--- src/rtl/core/led_effect_sequencer_core_defines.svh ---
// Assertion macros shared by the LED effect sequencer RTL.
`ifndef LED_EFFECT_SEQUENCER_CORE_DEFINES_SVH
`define LED_EFFECT_SEQUENCER_CORE_DEFINES_SVH

// Property that must hold at every clock edge outside of reset.
`define LES_ASSERT(lbl, prop, msg) \
  lbl: assert property (@(posedge clk_i) disable iff (!rst_ni) (prop)) else $error(msg);

// Condition that must never be seen outside of reset.
`define LES_ASSERT_NEVER(lbl, cond, msg) \
  lbl: assert property (@(posedge clk_i) disable iff (!rst_ni) !(cond)) else $error(msg);

`endif

--- src/rtl/core/les_pkg.sv ---
// Types, constants and tables shared by the LED effect sequencer.
`timescale 1ns / 1ps
`default_nettype none

package les_pkg;

  // Transaction kinds on the input channel
  typedef enum logic {
    OpCommand = 1'b0,
    OpTick    = 1'b1
  } les_op_e;

  // Frame kinds on the output channel
  typedef enum logic {
    KindPattern = 1'b0,
    KindRgb     = 1'b1
  } les_kind_e;

  // Mode codes
  localparam logic [7:0] ModeStaticLoLast  = 8'd10;
  localparam logic [7:0] ModeCycle         = 8'd11;
  localparam logic [7:0] ModeBlink         = 8'd12;
  localparam logic [7:0] ModeFade          = 8'd13;
  localparam logic [7:0] ModeChase         = 8'd14;
  localparam logic [7:0] ModeBrighter      = 8'd15;
  localparam logic [7:0] ModeDimmer        = 8'd16;
  localparam logic [7:0] ModeStaticHiFirst = 8'd17;
  localparam logic [7:0] ModeStaticHiLast  = 8'd31;

  // Brightness
  localparam logic [2:0] LevelMin   = 3'd1;
  localparam logic [2:0] LevelMax   = 3'd5;
  localparam logic [2:0] LevelReset = 3'd2;
  localparam logic [2:0] BlinkLevel = 3'd5;

  // Pattern codes
  localparam logic [4:0] PatOff     = 5'd0;
  localparam logic [4:0] PatRed     = 5'd4;
  localparam logic [4:0] ChaseBase  = 5'd17;

  // Colour cycle
  localparam logic [2:0] CycleLast  = 3'd6;
  localparam logic [2:0] CycleBad   = 3'd7;

  // Blink segments and counters
  localparam logic [1:0] BlinkSeg0     = 2'd0;
  localparam logic [1:0] BlinkSeg1     = 2'd1;
  localparam logic [1:0] BlinkSeg2     = 2'd2;
  localparam logic [1:0] BlinkSegBad   = 2'd3;
  localparam logic [4:0] BlinkOnLast0  = 5'd6;
  localparam logic [4:0] BlinkIdle0    = 5'd9;
  localparam logic [4:0] BlinkIdle2    = 5'd13;
  localparam logic [4:0] BlinkOnLast1  = 5'd12;
  localparam logic [4:0] BlinkIdle1    = 5'd15;
  localparam logic [4:0] BlinkCountRst = 5'd1;
  localparam logic [2:0] BlinkFlagRst  = 3'd1;
  localparam logic [2:0] BlinkFlagOff  = 3'd0;
  localparam logic [2:0] BlinkFlagOnHi = 3'd3;
  localparam logic [2:0] BlinkFlagLast = 3'd4;

  // Fade segments
  localparam logic [2:0] FadeGreenUp  = 3'd0;
  localparam logic [2:0] FadeRedDown  = 3'd1;
  localparam logic [2:0] FadeBlueUp   = 3'd2;
  localparam logic [2:0] FadeGreenDn  = 3'd3;
  localparam logic [2:0] FadeRedUp    = 3'd4;
  localparam logic [2:0] FadeBlueDown = 3'd5;
  localparam logic [7:0] FadeStep     = 8'd10;
  localparam logic [7:0] FadeMax      = 8'd255;

  // Chase
  localparam logic [3:0] ChaseLast    = 4'd14;
  localparam logic [3:0] ChaseLoop    = 4'd6;

  // Sequencer state
  typedef struct packed {
    logic [7:0] cur_mode;
    logic [7:0] prev_mode;
    logic [2:0] level;
    logic [2:0] cycle_pos;
    logic [1:0] blink_phase;
    logic [4:0] blink_count;
    logic [2:0] blink_flag;
    logic [2:0] fade_phase;
    logic [7:0] red;
    logic [7:0] green;
    logic [7:0] blue;
    logic [3:0] chase_pos;
  } les_state_t;

  localparam les_state_t StateReset = '{
    cur_mode:    8'd0,
    prev_mode:   8'd0,
    level:       LevelReset,
    cycle_pos:   3'd0,
    blink_phase: BlinkSeg0,
    blink_count: BlinkCountRst,
    blink_flag:  BlinkFlagRst,
    fade_phase:  FadeGreenUp,
    red:         FadeMax,
    green:       8'd0,
    blue:        8'd0,
    chase_pos:   4'd0
  };

  // One frame request
  typedef struct packed {
    logic       kind;
    logic [4:0] pattern;
    logic [2:0] brightness;
    logic [7:0] red;
    logic [7:0] green;
    logic [7:0] blue;
  } les_frame_t;

  // Colour cycle table
  function automatic logic [4:0] cycle_code(input logic [2:0] pos);
    logic [4:0] code;
    case (pos)
      3'd0:    code = 5'd4;
      3'd1:    code = 5'd2;
      3'd2:    code = 5'd7;
      3'd3:    code = 5'd3;
      3'd4:    code = 5'd8;
      3'd5:    code = 5'd10;
      3'd6:    code = 5'd9;
      default: code = 5'd4;
    endcase
    return code;
  endfunction

  // Modes that answer a command with a fixed pattern
  function automatic logic is_static(input logic [7:0] mode);
    return (mode <= ModeStaticLoLast) ||
           ((mode >= ModeStaticHiFirst) && (mode <= ModeStaticHiLast));
  endfunction

endpackage

`default_nettype wire

--- src/rtl/core/led_effect_sequencer_core.sv ---
// Top level of the LED effect sequencer: input register, step logic, frame register.
//
//  Channel | Handshake            | Payload
//  --------+----------------------+-------------------------------------------------
//  in      | in_valid_i/in_ready_o | operation_i, mode_code_i
//  out     | out_valid_o/out_ready_i | output_kind_o, pattern_code_o, brightness_o,
//          |                      | red_o, green_o, blue_o
//
// A transaction is registered in the input register, then processed by the step
// logic; a frame, if any, is registered in the frame register for the output. One
// transaction per cycle is sustained while the frame register drains; a held frame
// stalls the input register, which then drops in_ready_o. Reset clears the handshake
// and the effect state to level 2, mode 0, and a red fade colour.
`timescale 1ns / 1ps
`default_nettype none
`include "led_effect_sequencer_core_defines.svh"

module led_effect_sequencer_core
  import les_pkg::*;
(
  input  logic       clk_i,
  input  logic       rst_ni,
  input  logic       in_valid_i,
  output logic       in_ready_o,
  input  logic       operation_i,
  input  logic [7:0] mode_code_i,
  output logic       out_valid_o,
  input  logic       out_ready_i,
  output logic       output_kind_o,
  output logic [4:0] pattern_code_o,
  output logic [2:0] brightness_o,
  output logic [7:0] red_o,
  output logic [7:0] green_o,
  output logic [7:0] blue_o
);

  logic       in_valid_q, in_valid_d;
  logic       op_q;
  logic [7:0] mode_q;
  logic       in_adv;
  les_state_t state_q, state_d;
  les_state_t step_state;
  logic       step_emit;
  les_frame_t step_frame;
  logic       out_valid_q, out_valid_d;
  les_frame_t frame_q;

  // Input register advances when the frame register is free or draining
  assign in_adv     = in_valid_q && (!out_valid_q || out_ready_i);
  assign in_ready_o = !in_valid_q || in_adv;

  always_comb begin
    in_valid_d = in_valid_q;
    if (in_ready_o) in_valid_d = in_valid_i;
  end

  // Step logic
  les_step u_step (
    .state_i (state_q),
    .op_i    (op_q),
    .mode_i  (mode_q),
    .state_o (step_state),
    .emit_o  (step_emit),
    .frame_o (step_frame)
  );

  assign state_d = in_adv ? step_state : state_q;

  // Frame register
  always_comb begin
    out_valid_d = out_valid_q;
    if (in_adv && step_emit) begin
      out_valid_d = 1'b1;
    end else if (out_ready_i) begin
      out_valid_d = 1'b0;
    end
  end

  always_ff @(posedge clk_i or negedge rst_ni) begin
    if (!rst_ni) begin
      in_valid_q  <= 1'b0;
      out_valid_q <= 1'b0;
      state_q     <= StateReset;
    end else begin
      in_valid_q  <= in_valid_d;
      out_valid_q <= out_valid_d;
      state_q     <= state_d;
    end
  end

  // Payload registers
  always_ff @(posedge clk_i) begin
    if (in_ready_o && in_valid_i) begin
      op_q   <= operation_i;
      mode_q <= mode_code_i;
    end
    if (in_adv && step_emit) begin
      frame_q <= step_frame;
    end
  end

  assign out_valid_o    = out_valid_q;
  assign output_kind_o  = frame_q.kind;
  assign pattern_code_o = frame_q.pattern;
  assign brightness_o   = frame_q.brightness;
  assign red_o          = frame_q.red;
  assign green_o        = frame_q.green;
  assign blue_o         = frame_q.blue;

  // Checks
  `LES_ASSERT(a_level_range,
    (state_q.level >= LevelMin) && (state_q.level <= LevelMax),
    "brightness level out of range")
  `LES_ASSERT(a_in_hold,
    (in_valid_q && !in_adv) |=> (in_valid_q && $stable(mode_q) && $stable(op_q)),
    "input register lost a stalled transaction")
  `LES_ASSERT(a_rgb_no_pattern,
    (out_valid_q && frame_q.kind) |-> (frame_q.pattern == PatOff),
    "RGB frame carries a pattern code")
  `LES_ASSERT_NEVER(a_seq_state,
    (state_q.chase_pos == 4'd15) || (state_q.blink_phase == BlinkSegBad) ||
    (state_q.fade_phase > FadeBlueDown),
    "sequence state reached an unused code")

endmodule

`default_nettype wire

--- src/rtl/core/les_step.sv ---
// Next-state and frame logic for one command or tick transaction.
`timescale 1ns / 1ps
`default_nettype none

module les_step
  import les_pkg::*;
(
  input  les_state_t state_i,
  input  logic       op_i,
  input  logic [7:0] mode_i,
  output les_state_t state_o,
  output logic       emit_o,
  output les_frame_t frame_o
);

  les_state_t s;
  les_frame_t f;
  logic       emit;
  logic [7:0] m;
  logic [2:0] cyc_p;
  logic [4:0] idle_end;
  logic [7:0] fade_val;
  logic [7:0] fade_new;
  logic [8:0] fade_sum;
  logic       fade_up;
  logic       fade_sat;
  logic [2:0] fade_next;

  always_comb begin
    s         = state_i;
    f         = '0;
    emit      = 1'b0;
    m         = mode_i;
    cyc_p     = 3'd0;
    idle_end  = BlinkIdle0;
    fade_val  = 8'd0;
    fade_new  = 8'd0;
    fade_sum  = 9'd0;
    fade_up   = 1'b0;
    fade_sat  = 1'b0;
    fade_next = FadeGreenUp;

    if (op_i == OpCommand) begin
      // Mode command: restart sequences or step brightness
      case (mode_i)
        ModeCycle: s.cycle_pos = 3'd0;
        ModeBlink: begin
          s.blink_phase = BlinkSeg0;
          s.blink_count = BlinkCountRst;
          s.blink_flag  = BlinkFlagRst;
        end
        ModeFade:  s.fade_phase = FadeGreenUp;
        ModeChase: s.chase_pos = 4'd0;
        ModeBrighter: begin
          if (s.level < LevelMax) s.level = s.level + 3'd1;
          if (s.level < LevelMin) s.level = LevelMin;
          m = state_i.prev_mode;
        end
        ModeDimmer: begin
          if (s.level > LevelMin) s.level = s.level - 3'd1;
          if (s.level > LevelMax) s.level = LevelMax;
          if (s.level < LevelMin) s.level = LevelMin;
          m = state_i.prev_mode;
        end
        default: ;
      endcase
      s.cur_mode  = m;
      s.prev_mode = m;
      if (is_static(m)) begin
        emit         = 1'b1;
        f.kind       = KindPattern;
        f.pattern    = m[4:0];
        f.brightness = s.level;
      end
    end else begin
      // Timer tick: animate the current mode
      case (state_i.cur_mode)
        ModeCycle: begin
          cyc_p        = (state_i.cycle_pos == CycleBad) ? 3'd0 : state_i.cycle_pos;
          emit         = 1'b1;
          f.pattern    = cycle_code(cyc_p);
          f.brightness = state_i.level;
          s.cycle_pos  = (cyc_p >= CycleLast) ? 3'd0 : cyc_p + 3'd1;
        end

        ModeBlink: begin
          case (state_i.blink_phase)
            BlinkSeg0, BlinkSeg2: begin
              idle_end = (state_i.blink_phase == BlinkSeg0) ? BlinkIdle0 : BlinkIdle2;
              if (state_i.blink_count <= BlinkOnLast0) begin
                emit         = 1'b1;
                f.pattern    = (state_i.blink_flag == BlinkFlagRst) ? PatRed : PatOff;
                f.brightness = BlinkLevel;
                s.blink_flag = (state_i.blink_flag == BlinkFlagRst) ? BlinkFlagOff
                                                                    : state_i.blink_flag + 3'd1;
                s.blink_count = state_i.blink_count + 5'd1;
              end else if (state_i.blink_count <= idle_end) begin
                s.blink_count = state_i.blink_count + 5'd1;
              end else begin
                s.blink_count = BlinkCountRst;
                s.blink_phase = (state_i.blink_phase == BlinkSeg0) ? BlinkSeg1 : BlinkSeg0;
                s.blink_flag  = BlinkFlagRst;
              end
            end
            BlinkSeg1: begin
              if (state_i.blink_count <= BlinkOnLast1) begin
                emit         = 1'b1;
                f.pattern    = (state_i.blink_flag <= BlinkFlagOnHi) ? PatRed : PatOff;
                f.brightness = BlinkLevel;
                s.blink_flag = (state_i.blink_flag == BlinkFlagLast) ? BlinkFlagRst
                                                                     : state_i.blink_flag + 3'd1;
                s.blink_count = state_i.blink_count + 5'd1;
              end else if (state_i.blink_count <= BlinkIdle1) begin
                s.blink_count = state_i.blink_count + 5'd1;
              end else begin
                s.blink_count = BlinkCountRst;
                s.blink_phase = BlinkSeg2;
                s.blink_flag  = BlinkFlagRst;
              end
            end
            default: ;
          endcase
        end

        ModeFade: begin
          emit         = 1'b1;
          f.kind       = KindRgb;
          f.brightness = state_i.level;
          f.red        = state_i.red;
          f.green      = state_i.green;
          f.blue       = state_i.blue;
          // pick the channel and direction of this segment
          case (state_i.fade_phase)
            FadeGreenUp:  begin fade_val = state_i.green; fade_up = 1'b1; fade_next = FadeRedDown;  end
            FadeRedDown:  begin fade_val = state_i.red;   fade_up = 1'b0; fade_next = FadeBlueUp;   end
            FadeBlueUp:   begin fade_val = state_i.blue;  fade_up = 1'b1; fade_next = FadeGreenDn;  end
            FadeGreenDn:  begin fade_val = state_i.green; fade_up = 1'b0; fade_next = FadeRedUp;    end
            FadeRedUp:    begin fade_val = state_i.red;   fade_up = 1'b1; fade_next = FadeBlueDown; end
            FadeBlueDown: begin fade_val = state_i.blue;  fade_up = 1'b0; fade_next = FadeGreenUp;  end
            default: ;
          endcase
          // saturating step
          fade_sum = {1'b0, fade_val} + {1'b0, FadeStep};
          if (fade_up) begin
            fade_sat = fade_sum > {1'b0, FadeMax};
            fade_new = fade_sat ? FadeMax : fade_sum[7:0];
          end else begin
            fade_sat = fade_val < FadeStep;
            fade_new = fade_sat ? 8'd0 : fade_val - FadeStep;
          end
          case (state_i.fade_phase)
            FadeGreenUp, FadeGreenDn:  s.green = fade_new;
            FadeRedDown, FadeRedUp:    s.red   = fade_new;
            FadeBlueUp, FadeBlueDown:  s.blue  = fade_new;
            default: ;
          endcase
          if (fade_sat && (state_i.fade_phase <= FadeBlueDown)) s.fade_phase = fade_next;
        end

        ModeChase: begin
          // head and loop codes both run as base plus position
          if (state_i.chase_pos <= ChaseLast) begin
            emit         = 1'b1;
            f.pattern    = ChaseBase + {1'b0, state_i.chase_pos};
            f.brightness = state_i.level;
          end
          s.chase_pos = (state_i.chase_pos == ChaseLast) ? ChaseLoop : state_i.chase_pos + 4'd1;
        end

        default: ;
      endcase
    end
  end

  assign state_o = s;
  assign emit_o  = emit;
  assign frame_o = f;

endmodule

`default_nettype wire

--- config.mk ---
export PLATFORM = sky130hd
export DESIGN_NAME = led_effect_sequencer_core
export DESIGN_NICKNAME = d
export VERILOG_FILES = /design/src/rtl/core/les_pkg.sv /design/src/rtl/core/led_effect_sequencer_core.sv /design/src/rtl/core/les_step.sv
export VERILOG_INCLUDE_DIRS = /design/src /design/src/rtl/core
export SDC_FILE = /design/constraint.sdc
export NUM_CORES = 1
export LEC_CHECK = 0
export ABC_AREA = 1
export BUFFER_PORTS_ARGS = -buffer_cell sky130_fd_sc_hd__buf_4
export CORE_UTILIZATION = 60
export DETAILED_ROUTE_END_ITERATION = 6
export PLACE_DENSITY_LB_ADDON = 0.25
export REMOVE_ABC_BUFFERS = 1
export SLEW_MARGIN = 20
export SYNTH_ARGS = -nofsm -noshare
export SYNTH_HDL_FRONTEND = slang
export SYNTH_SLANG_ARGS = --single-unit
--- constraint.sdc ---
create_clock -name clk_i -period 4 [get_ports clk_i]
set_input_delay 0.4 -clock clk_i [delete_from_list [all_inputs] [get_ports clk_i]]
set_output_delay 0.4 -clock clk_i [all_outputs]
set_load 0.03 [all_outputs]
# Word level (Yosys, flattened, before mapping)
# Index checks and enable logic that the tools add are counted.
# totals
regBits,99
output_inout_bits,35
in_bits,13
# classes
eq_ne,39
mux,80
n_reduce_logical,35
order_cmp,18
n_bitwise,1
n_addsub,9
# ops
operator,count
$mux 8,16
$eq 8x4->1 const B,9
$mux 3,24
$mux 27,1
$pmux 4 s6,1
$pmux 8 s3,1
$eq 3x3->1 const B,7
$mux 10,2
$pmux 10 s2,1
$reduce_and 4->1,5
$mux 16,1
$mux 4,4
$pmux 8 s2,1
$mux 1,15
$pmux 3 s5,1
$pmux 5 s3,1
$eq 3x2->1 const B,4
$ne 3x3->1 const B,4
$reduce_or 2->1,6
$le 5x4->1 const B,2
$mux 5,2
$ne 2x1->1 const B,5
$reduce_bool 2->1,5
$add 3x1->3 const B,3
45 further kinds,61

# Logic depth before layout (Yosys ltp)
# Gate-level depths: netlist (run 1).
# depth
depth_word,14
depth_mapped,22
depth_no_buf,21

# By module
# A second synthesis (run 1) with hierarchy kept.
# unflattened
cells_unflattened,991
hier_area_um2,7159.4
# by_module_without_submodules
mod,cells_each,instances,area_each_um2,seq_area_each_um2
led_effect_sequencer_core,327,1,3907.5,2901.5
les_step,664,1,3251.9,0.0

# Worst setup path before layout (run 1)
# No wires, ideal clock.
# synth_timing
path_kind,reg-to-reg
from,register mode_q[5]
to,"register frame_q, in the netlist blue_o[0], enable pin"
slack_ns,0.350
path_buffers,1
arrival_ns,3.215
stages_incl_launch_ff,13
required_time_ns,3.565
cell_sequence,edfxtp_1 -> inv_1 -> nand2_1 -> nor3_1 -> nand3_1 -> nand2_1 -> buf_4 -> nand2_1 -> o21ai_0 -> nand2_1 -> nand4_1 -> nand3_2 -> o22ai_1
# synth_via
elab_chain_cells,10
elab_cells_between_ends,13
# synth_lines
element,line_no,source
from (decl),led_effect_sequencer_core.sv:39,logic [7:0] mode_q;
from (signal assigned),led_effect_sequencer_core.sv:95,mode_q <= mode_code_i;
$eq 8x4->1 or $eq 8x5->1 (tied branches),les_step.sv:45,case (mode_i)
$reduce_or 2->1 (no source line),n/a,
$mux 8 (*),les_step.sv:45,
$mux 8 (*),les_step.sv:43,if (op_i == OpCommand) begin
$ge 8x5->1 or $le 8x5->1 (tied branches),les_pkg.sv:135,((mode >= ModeStaticHiFirst) && (mode <= ModeStaticHiLast));
$logic_and 1x1->1,les_pkg.sv:135,
$logic_or 1x1->1 (*),les_pkg.sv:134,return (mode <= ModeStaticLoLast) ||
$mux 1 (*),les_step.sv:69,if (is_static(m)) begin
$mux 1 (*),les_step.sv:43,
$logic_and 1x1->1 (*),led_effect_sequencer_core.sv:97,if (in_adv && step_emit) begin
to (signal assigned),led_effect_sequencer_core.sv:98,frame_q <= step_frame;
to (decl),led_effect_sequencer_core.sv:46,les_frame_t frame_q;
# Mark *: on every way between the ends. The rest lies on a longest branch, timed or not. The select of a mux whose other input is x is not followed.
# A chain may end at the register's enable or synchronous reset.

# Worst setup path in the final report (run 1)
# layout_timing
from,register mode_q[0]
to,"register frame_q, in the netlist blue_o[1], enable pin"
# Same word-level chain as after synthesis.

==> out/metrics.yaml, run 1 <==
outcome: "finished clean"
finish.utilization_pct: 69.5
yosysTopAreaCell: "edfxtp_1"
worstPathRequired_ns: 4.03
dpl_worst_slack_ns: 1.13
ir_drop_uv: 310
drt.antenna.violating_nets: 0
yosys_register_bits: 99
routed_wl_microns: 12800
switching_share_pct: 34.8
fin_crit_ns: 2.90
area_growth_pct: 12.3
min_path_type: "input pin to asynchronous set/reset pin"
pin_count: 48
fillers: 737
avgSynthCellArea_sq_um: 8.12
clk_pin_slew_ns: 0.12
max_freq_mhz: 344
rows: 35
fin_ws_ns: 1.10
fin_crit_sh_pct: 72.6
layout-drive-gt1-share_pct: 16.2
cts_resized: 0
start_util_pct: 61.9
ctsHtreeMaxLevel: 3
internal_power_uw: 1590
synth_top_area_share_pct: 22.2
drc: 0
gp_congestion: 0.984
highest_layer: "met4"
cts_tree: "done"
ys.flop_type: "dfrtp_1"
power.leakage_uw: 0.00288
grt_pass1_wl_microns: 21300
wl_met1_microns: 5220
worst_pin_slew_ns: 0.751
skew_ns: 0.0188
netlist_area_sq_um: 5690
critPathArrivalTime_ns: 2.94
die_y_microns: 99.4
wl_met2_microns: 6590
worst_skew_pair.late_latency_ns: 0.38
final_nets: 787
synth_most_common_cell: "nand2_1"
ys_seq_area_share_pct: 47.5
slew_viol_final: 0
rsz0062_at_grt: "no"
setup-tns-final_ns: 0
relSlewSlack_pct: 49.9
synthTopCellsByArea: "edfxtp_1, dfrtp_1, nand2_1, inv_1, o21ai_0"
root_buffer: "clkbuf_8"
finalHoldViolCount: 0
viasPerCell: 5.66
crit_type: "register to register"
grt_max_degree: 58
synth_warnings: 0
overflow: 0
power_density_nw_per_um2: 382
synth_common_cells: "nand2_1, inv_1, nor2_1, o21ai_0, dfrtp_1"
postCtsHoldBufs: 0
endpoint_kind: "register"
first_global_vias: 4788
dp_hpwl_microns: 9620
first_pass_iters: 5
setup_viol: 0
worstPathMaxFanout: 33
clockBufferDepth: 2
cts_setup_buffers: 0
switchingPower_uw: 849
cap_violations: 0
drt_iter0_drc: 230
pwr-share-comb_pct: 23.4
cts_inserted_buffers: 9
pwr-share-seq_pct: 50.2
port_buffers: 47
synthCells: 701
die_area_sq_um: 9880
p_clk_share_pct: 26.5
clock-sinks: 99
design_power_total_uw: 2440
dr_wl_met3_microns: 580
antenna_found_initial: 0
core-area_sq_um: 9200
die_w_microns: 99.4
track_usage_pct: 27.5
antenna_cells: 0
num_vias: 4926
async_flop_share_pct: 57.6
cp-start-kind: "register"
synth_edf_count: 42
ys_types: 44
wl_per_cell_microns: 14.7
worst paths after layout:
check	startpoint	endpoint	slack, ns	cells after the start
hold / removal	rst_ni	state_q[12]	0.07	1
max in group asynchronous	rst_ni	in_valid_q	3.42	1
setup reg to reg	mode_q[0]	blue_o[1]	1.10	10
setup / recovery	mode_q[0]	blue_o[1]	1.10	10
hold reg to reg	state_q[26]	state_q[26]	0.47	2
min in group clk_i	mode_code_i[7]	mode_q[7]	0.18	1
metal layers:
| metal | vias up | global-route usage, % |
|---|---|---|
| met5 | - | 0 |
| met4 | 0 | 12.2 |
| met3 | 38 | 4.22 |
| met2 | 167 | 50.9 |
| met1 | 2308 | 31.5 |
| li1 | 2413 | - |
final cells by class:
type	count	area, sq um	share of cell area [%]
Inverter	108	405	6.34
Clock buffer	9	124	1.94
Timing Repair Buffer	53	398	6.23
Multi-Input combinational cell	483	2550	39.9
Clock inverter	7	72.6	1.14
Tap cell	111	139	2.17
Sequential cell	99	2700	42.3
cells in the final DEF, fill, tap and decap left out, types with 3 or more instances in the layout:
master,synthesis,routed
dfstp_2,11,11
nand3_2,6,6
nand2_2,10,10
nand3_1,31,31
or2_2,3,3
a21oi_1,18,18
o211ai_1,5,5
ha_1,20,20
buf_4,1,53
inv_2,8,8
nand4_1,16,16
o31ai_1,5,5
edfxtp_1,42,42
nand2_4,6,6
o21ai_0,58,58
xor2_1,6,6
o21a_1,3,3
o21ai_1,7,7
nor4_1,6,6
inv_1,99,99
clkbuf_8,0,9
nand2_1,174,174
nor3_1,10,10
nand3b_1,3,3
o22ai_1,6,5
nor2_1,68,68
dfrtp_1,46,46
kinds of logic after synthesis:
| logic type | Yosys count | synth area share, % |
|---|---|---|
| AOI/OAI and AO/OA | 114 | 11.4 |
| DFF | 99 | 47.5 |
| buffers and inverters | 119 | 7.96 |
| xor gates and xnor gates | 8 | 1.23 |
| and+or+nand+nor | 341 | 27.6 |
| adders and majority gates | 20 | 4.40 |
power by group through the flow:
| stage | sequential [uW] | combinational [uW] | clock (uW) |
|---|---|---|---|
| after floorplan | 1240 | 407 | 0 |
| after global placement | 1240 | 539 | 0 |
| after detailed placement | 1240 | 563 | 0 |
| after CTS | 1220 | 566 | 650 |
| after global routing | 1240 | 651 | 682 |
| final | 1230 | 571 | 646 |
state kept, by name, indices dropped and copies added (netlist names):
register,cells
blue_o,8
brightness_o,3
green_o,8
in_valid_q,1
mode_q,8
op_q,1
out_valid_o,1
output_kind_o,1
pattern_code_o,5
red_o,8
state_q,55
metrics by stage:
step / std cells / hold WS (ns) / instance area (sq um)
2_1_floorplan: 690 / 0.104 / 5640
3_3_place_gp: 854 / 0.460 / 6190
3_5_place_dp: 854 / 0.460 / 6190
4_1_cts: 870 / 0.0986 / 6390
5_1_grt: 870 / 0.138 / 6390
6_report: 870 / 0.0681 / 6390
critical path, cell delays in order, from the launching register on:
cell and delay, ns:
edfxtp_1 0.48, nand2_1 0.14, nor2_1 0.06, nand4_1 0.10, nand2_1 0.28, o21ai_0 0.47, nand2_1 0.13, nand4_1 0.10
nand3_2 0.21, o22ai_4 0.16, buf_4 0.40
No activity file was read; power rests on OpenSTA's default activity.
==> run 2: changes to the inputs <==
==> constraint.sdc (replaced) <==
create_clock -name clk_i -period 2.7 [get_ports clk_i]
set_input_delay 0.27 -clock clk_i [delete_from_list [all_inputs] [get_ports clk_i]]
set_output_delay 0.27 -clock clk_i [all_outputs]
set_load 0.03 [all_outputs]
==> out/metrics.yaml, run 2 (synthesis gave the netlist of run 1 again) <==
stdcell_count: 885
dp.cells: 860
start_util_pct: 61.9
worst_pin_slew_ns: 0.753
slew_viol_final: 0
drt_iter0_drc: 275
worstPathMaxFanout: 33
grt_pass1_wl_microns: 22200
rows: 35
die_w_microns: 99.4
top_register: "state_q"
wl_per_cell_microns: 15.3
first_pass_iters: 5
grt_max_degree: 58
ir_drop_uv: 565
area_growth_pct: 15.1
max_freq_mhz: 391
skew_ns: 0.0168
first_global_vias: 4911
setup_viol: 0
finalHoldViolCount: 0
crit_type: "register to register"
cts_inserted_buffers: 9
final_nets: 802
clk_pin_slew_ns: 0.10
fin_hold_ws_ns: 0.0717
fin_ws_ns: 0.140
dpl_worst_slack_ns: 0.0573
num_vias: 5088
gp_congestion: 0.914
antenna_cells: 0
endpoint_kind: "register"
stdcell_area_sq_um: 6550
cp-start-kind: "register"
critPathArrivalTime_ns: 2.64
clock-sinks: 99
power.leakage_uw: 0.00296
cap_violations: 0
fin_crit_sh_pct: 94.8
min_path_type: "input pin to register"
cts_tree: "done"
largest_reg_flops: 55
drc: 0
worst_skew_pair.late_latency_ns: 0.38
root_buffer: "clkbuf_8"
worstPathRequired_ns: 2.78
pin_count: 48
outcome: "finished clean"
layout-drive-gt1-share_pct: 18.3
port_buffers: 47
track_usage_pct: 28.7
relSlewSlack_pct: 49.8
final_cell_mix: "nand2_1, inv_1, nor2_1, buf_4, o21ai_0"
postPlaceCellArea_sq_um: 6250
fin_crit_ns: 2.56
die_y_microns: 99.4
core-area_sq_um: 9200
viasPerCell: 5.75
dp_hpwl_microns: 10000
routed_wl_microns: 13600
antenna_found_initial: 0
overflow: 0
final_common_cell: "nand2_1"
clockBufferDepth: 2
die_area_sq_um: 9880
drt.antenna.violating_nets: 0
power_density_nw_per_um2: 562
ctsHtreeMaxLevel: 3
run 2: worst paths after layout:
path                               endpoint           start  slack [ns]  cells past startpoint
min in group asynchronous       state_q[12]          rst_ni        0.50                      2
worst min register to register  state_q[26]     state_q[26]        0.48                      2
worst max-delay path              blue_o[3]     state_q[53]        0.14                      9
max in group asynchronous       state_q[30]          rst_ni        1.66                      2
worst min-delay path              mode_q[1]  mode_code_i[1]        0.07                      1
worst max register to register    blue_o[3]     state_q[53]        0.14                      9
run 2: final cells by class:
| class | instances | area [sq um] |
|---|---|---|
| multi-input combinational | 483 | 2580 |
| timing repair buffer | 68 | 523 |
| inverter | 108 | 410 |
| sequential | 99 | 2710 |
| fill | 735 | 2640 |
| tap | 111 | 139 |
| clock buffer | 9 | 124 |
| clock inverter | 7 | 75.1 |
run 2: worst max-delay path, cell delays in order (launching register included):
cell and delay (ns):
dfrtp_1 0.40, nor2_1 0.17, nand3_1 0.18, nor3_1 0.22
and2_1 0.16, inv_1 0.05, a211oi_1 0.40, nor2_1 0.19
o22ai_4 0.24, buf_12 0.23
run 2: metrics by stage:
step           setup TNS (ns)  total power (uW)  utilization (%)
2_1_floorplan          -33.45              2440                -
3_3_place_gp                0              2640             68.0
3_5_place_dp                0              2700             68.0
4_1_cts                     0              3670             70.3
5_1_grt               -0.0374              3880             71.3
6_report                    0              3680             71.3
run 2: report_power, final:
group / internal, uW / total (uW) / switching (uW)
combinational: 312 / 877 / 565
sequential: 1690 / 1820 / 123
clock: 437 / 987 / 550
run 2: timing repair:
action | in CTS | in global routing
setup endpoints to repair | 0 | 66
hold endpoints to repair | 34 | 0
resized for setup | 0 | 13
buffers inserted | 0 | 8
hold buffers | 1 | 0
run 2: metal layers:
layer,track usage (%),up-vias,wire [microns]
met4,13.2,0,434
met5,0,-,0
met1,32.6,2389,5340
met2,51.7,209,7070
li1,-,2442,-
met3,6.18,48,717
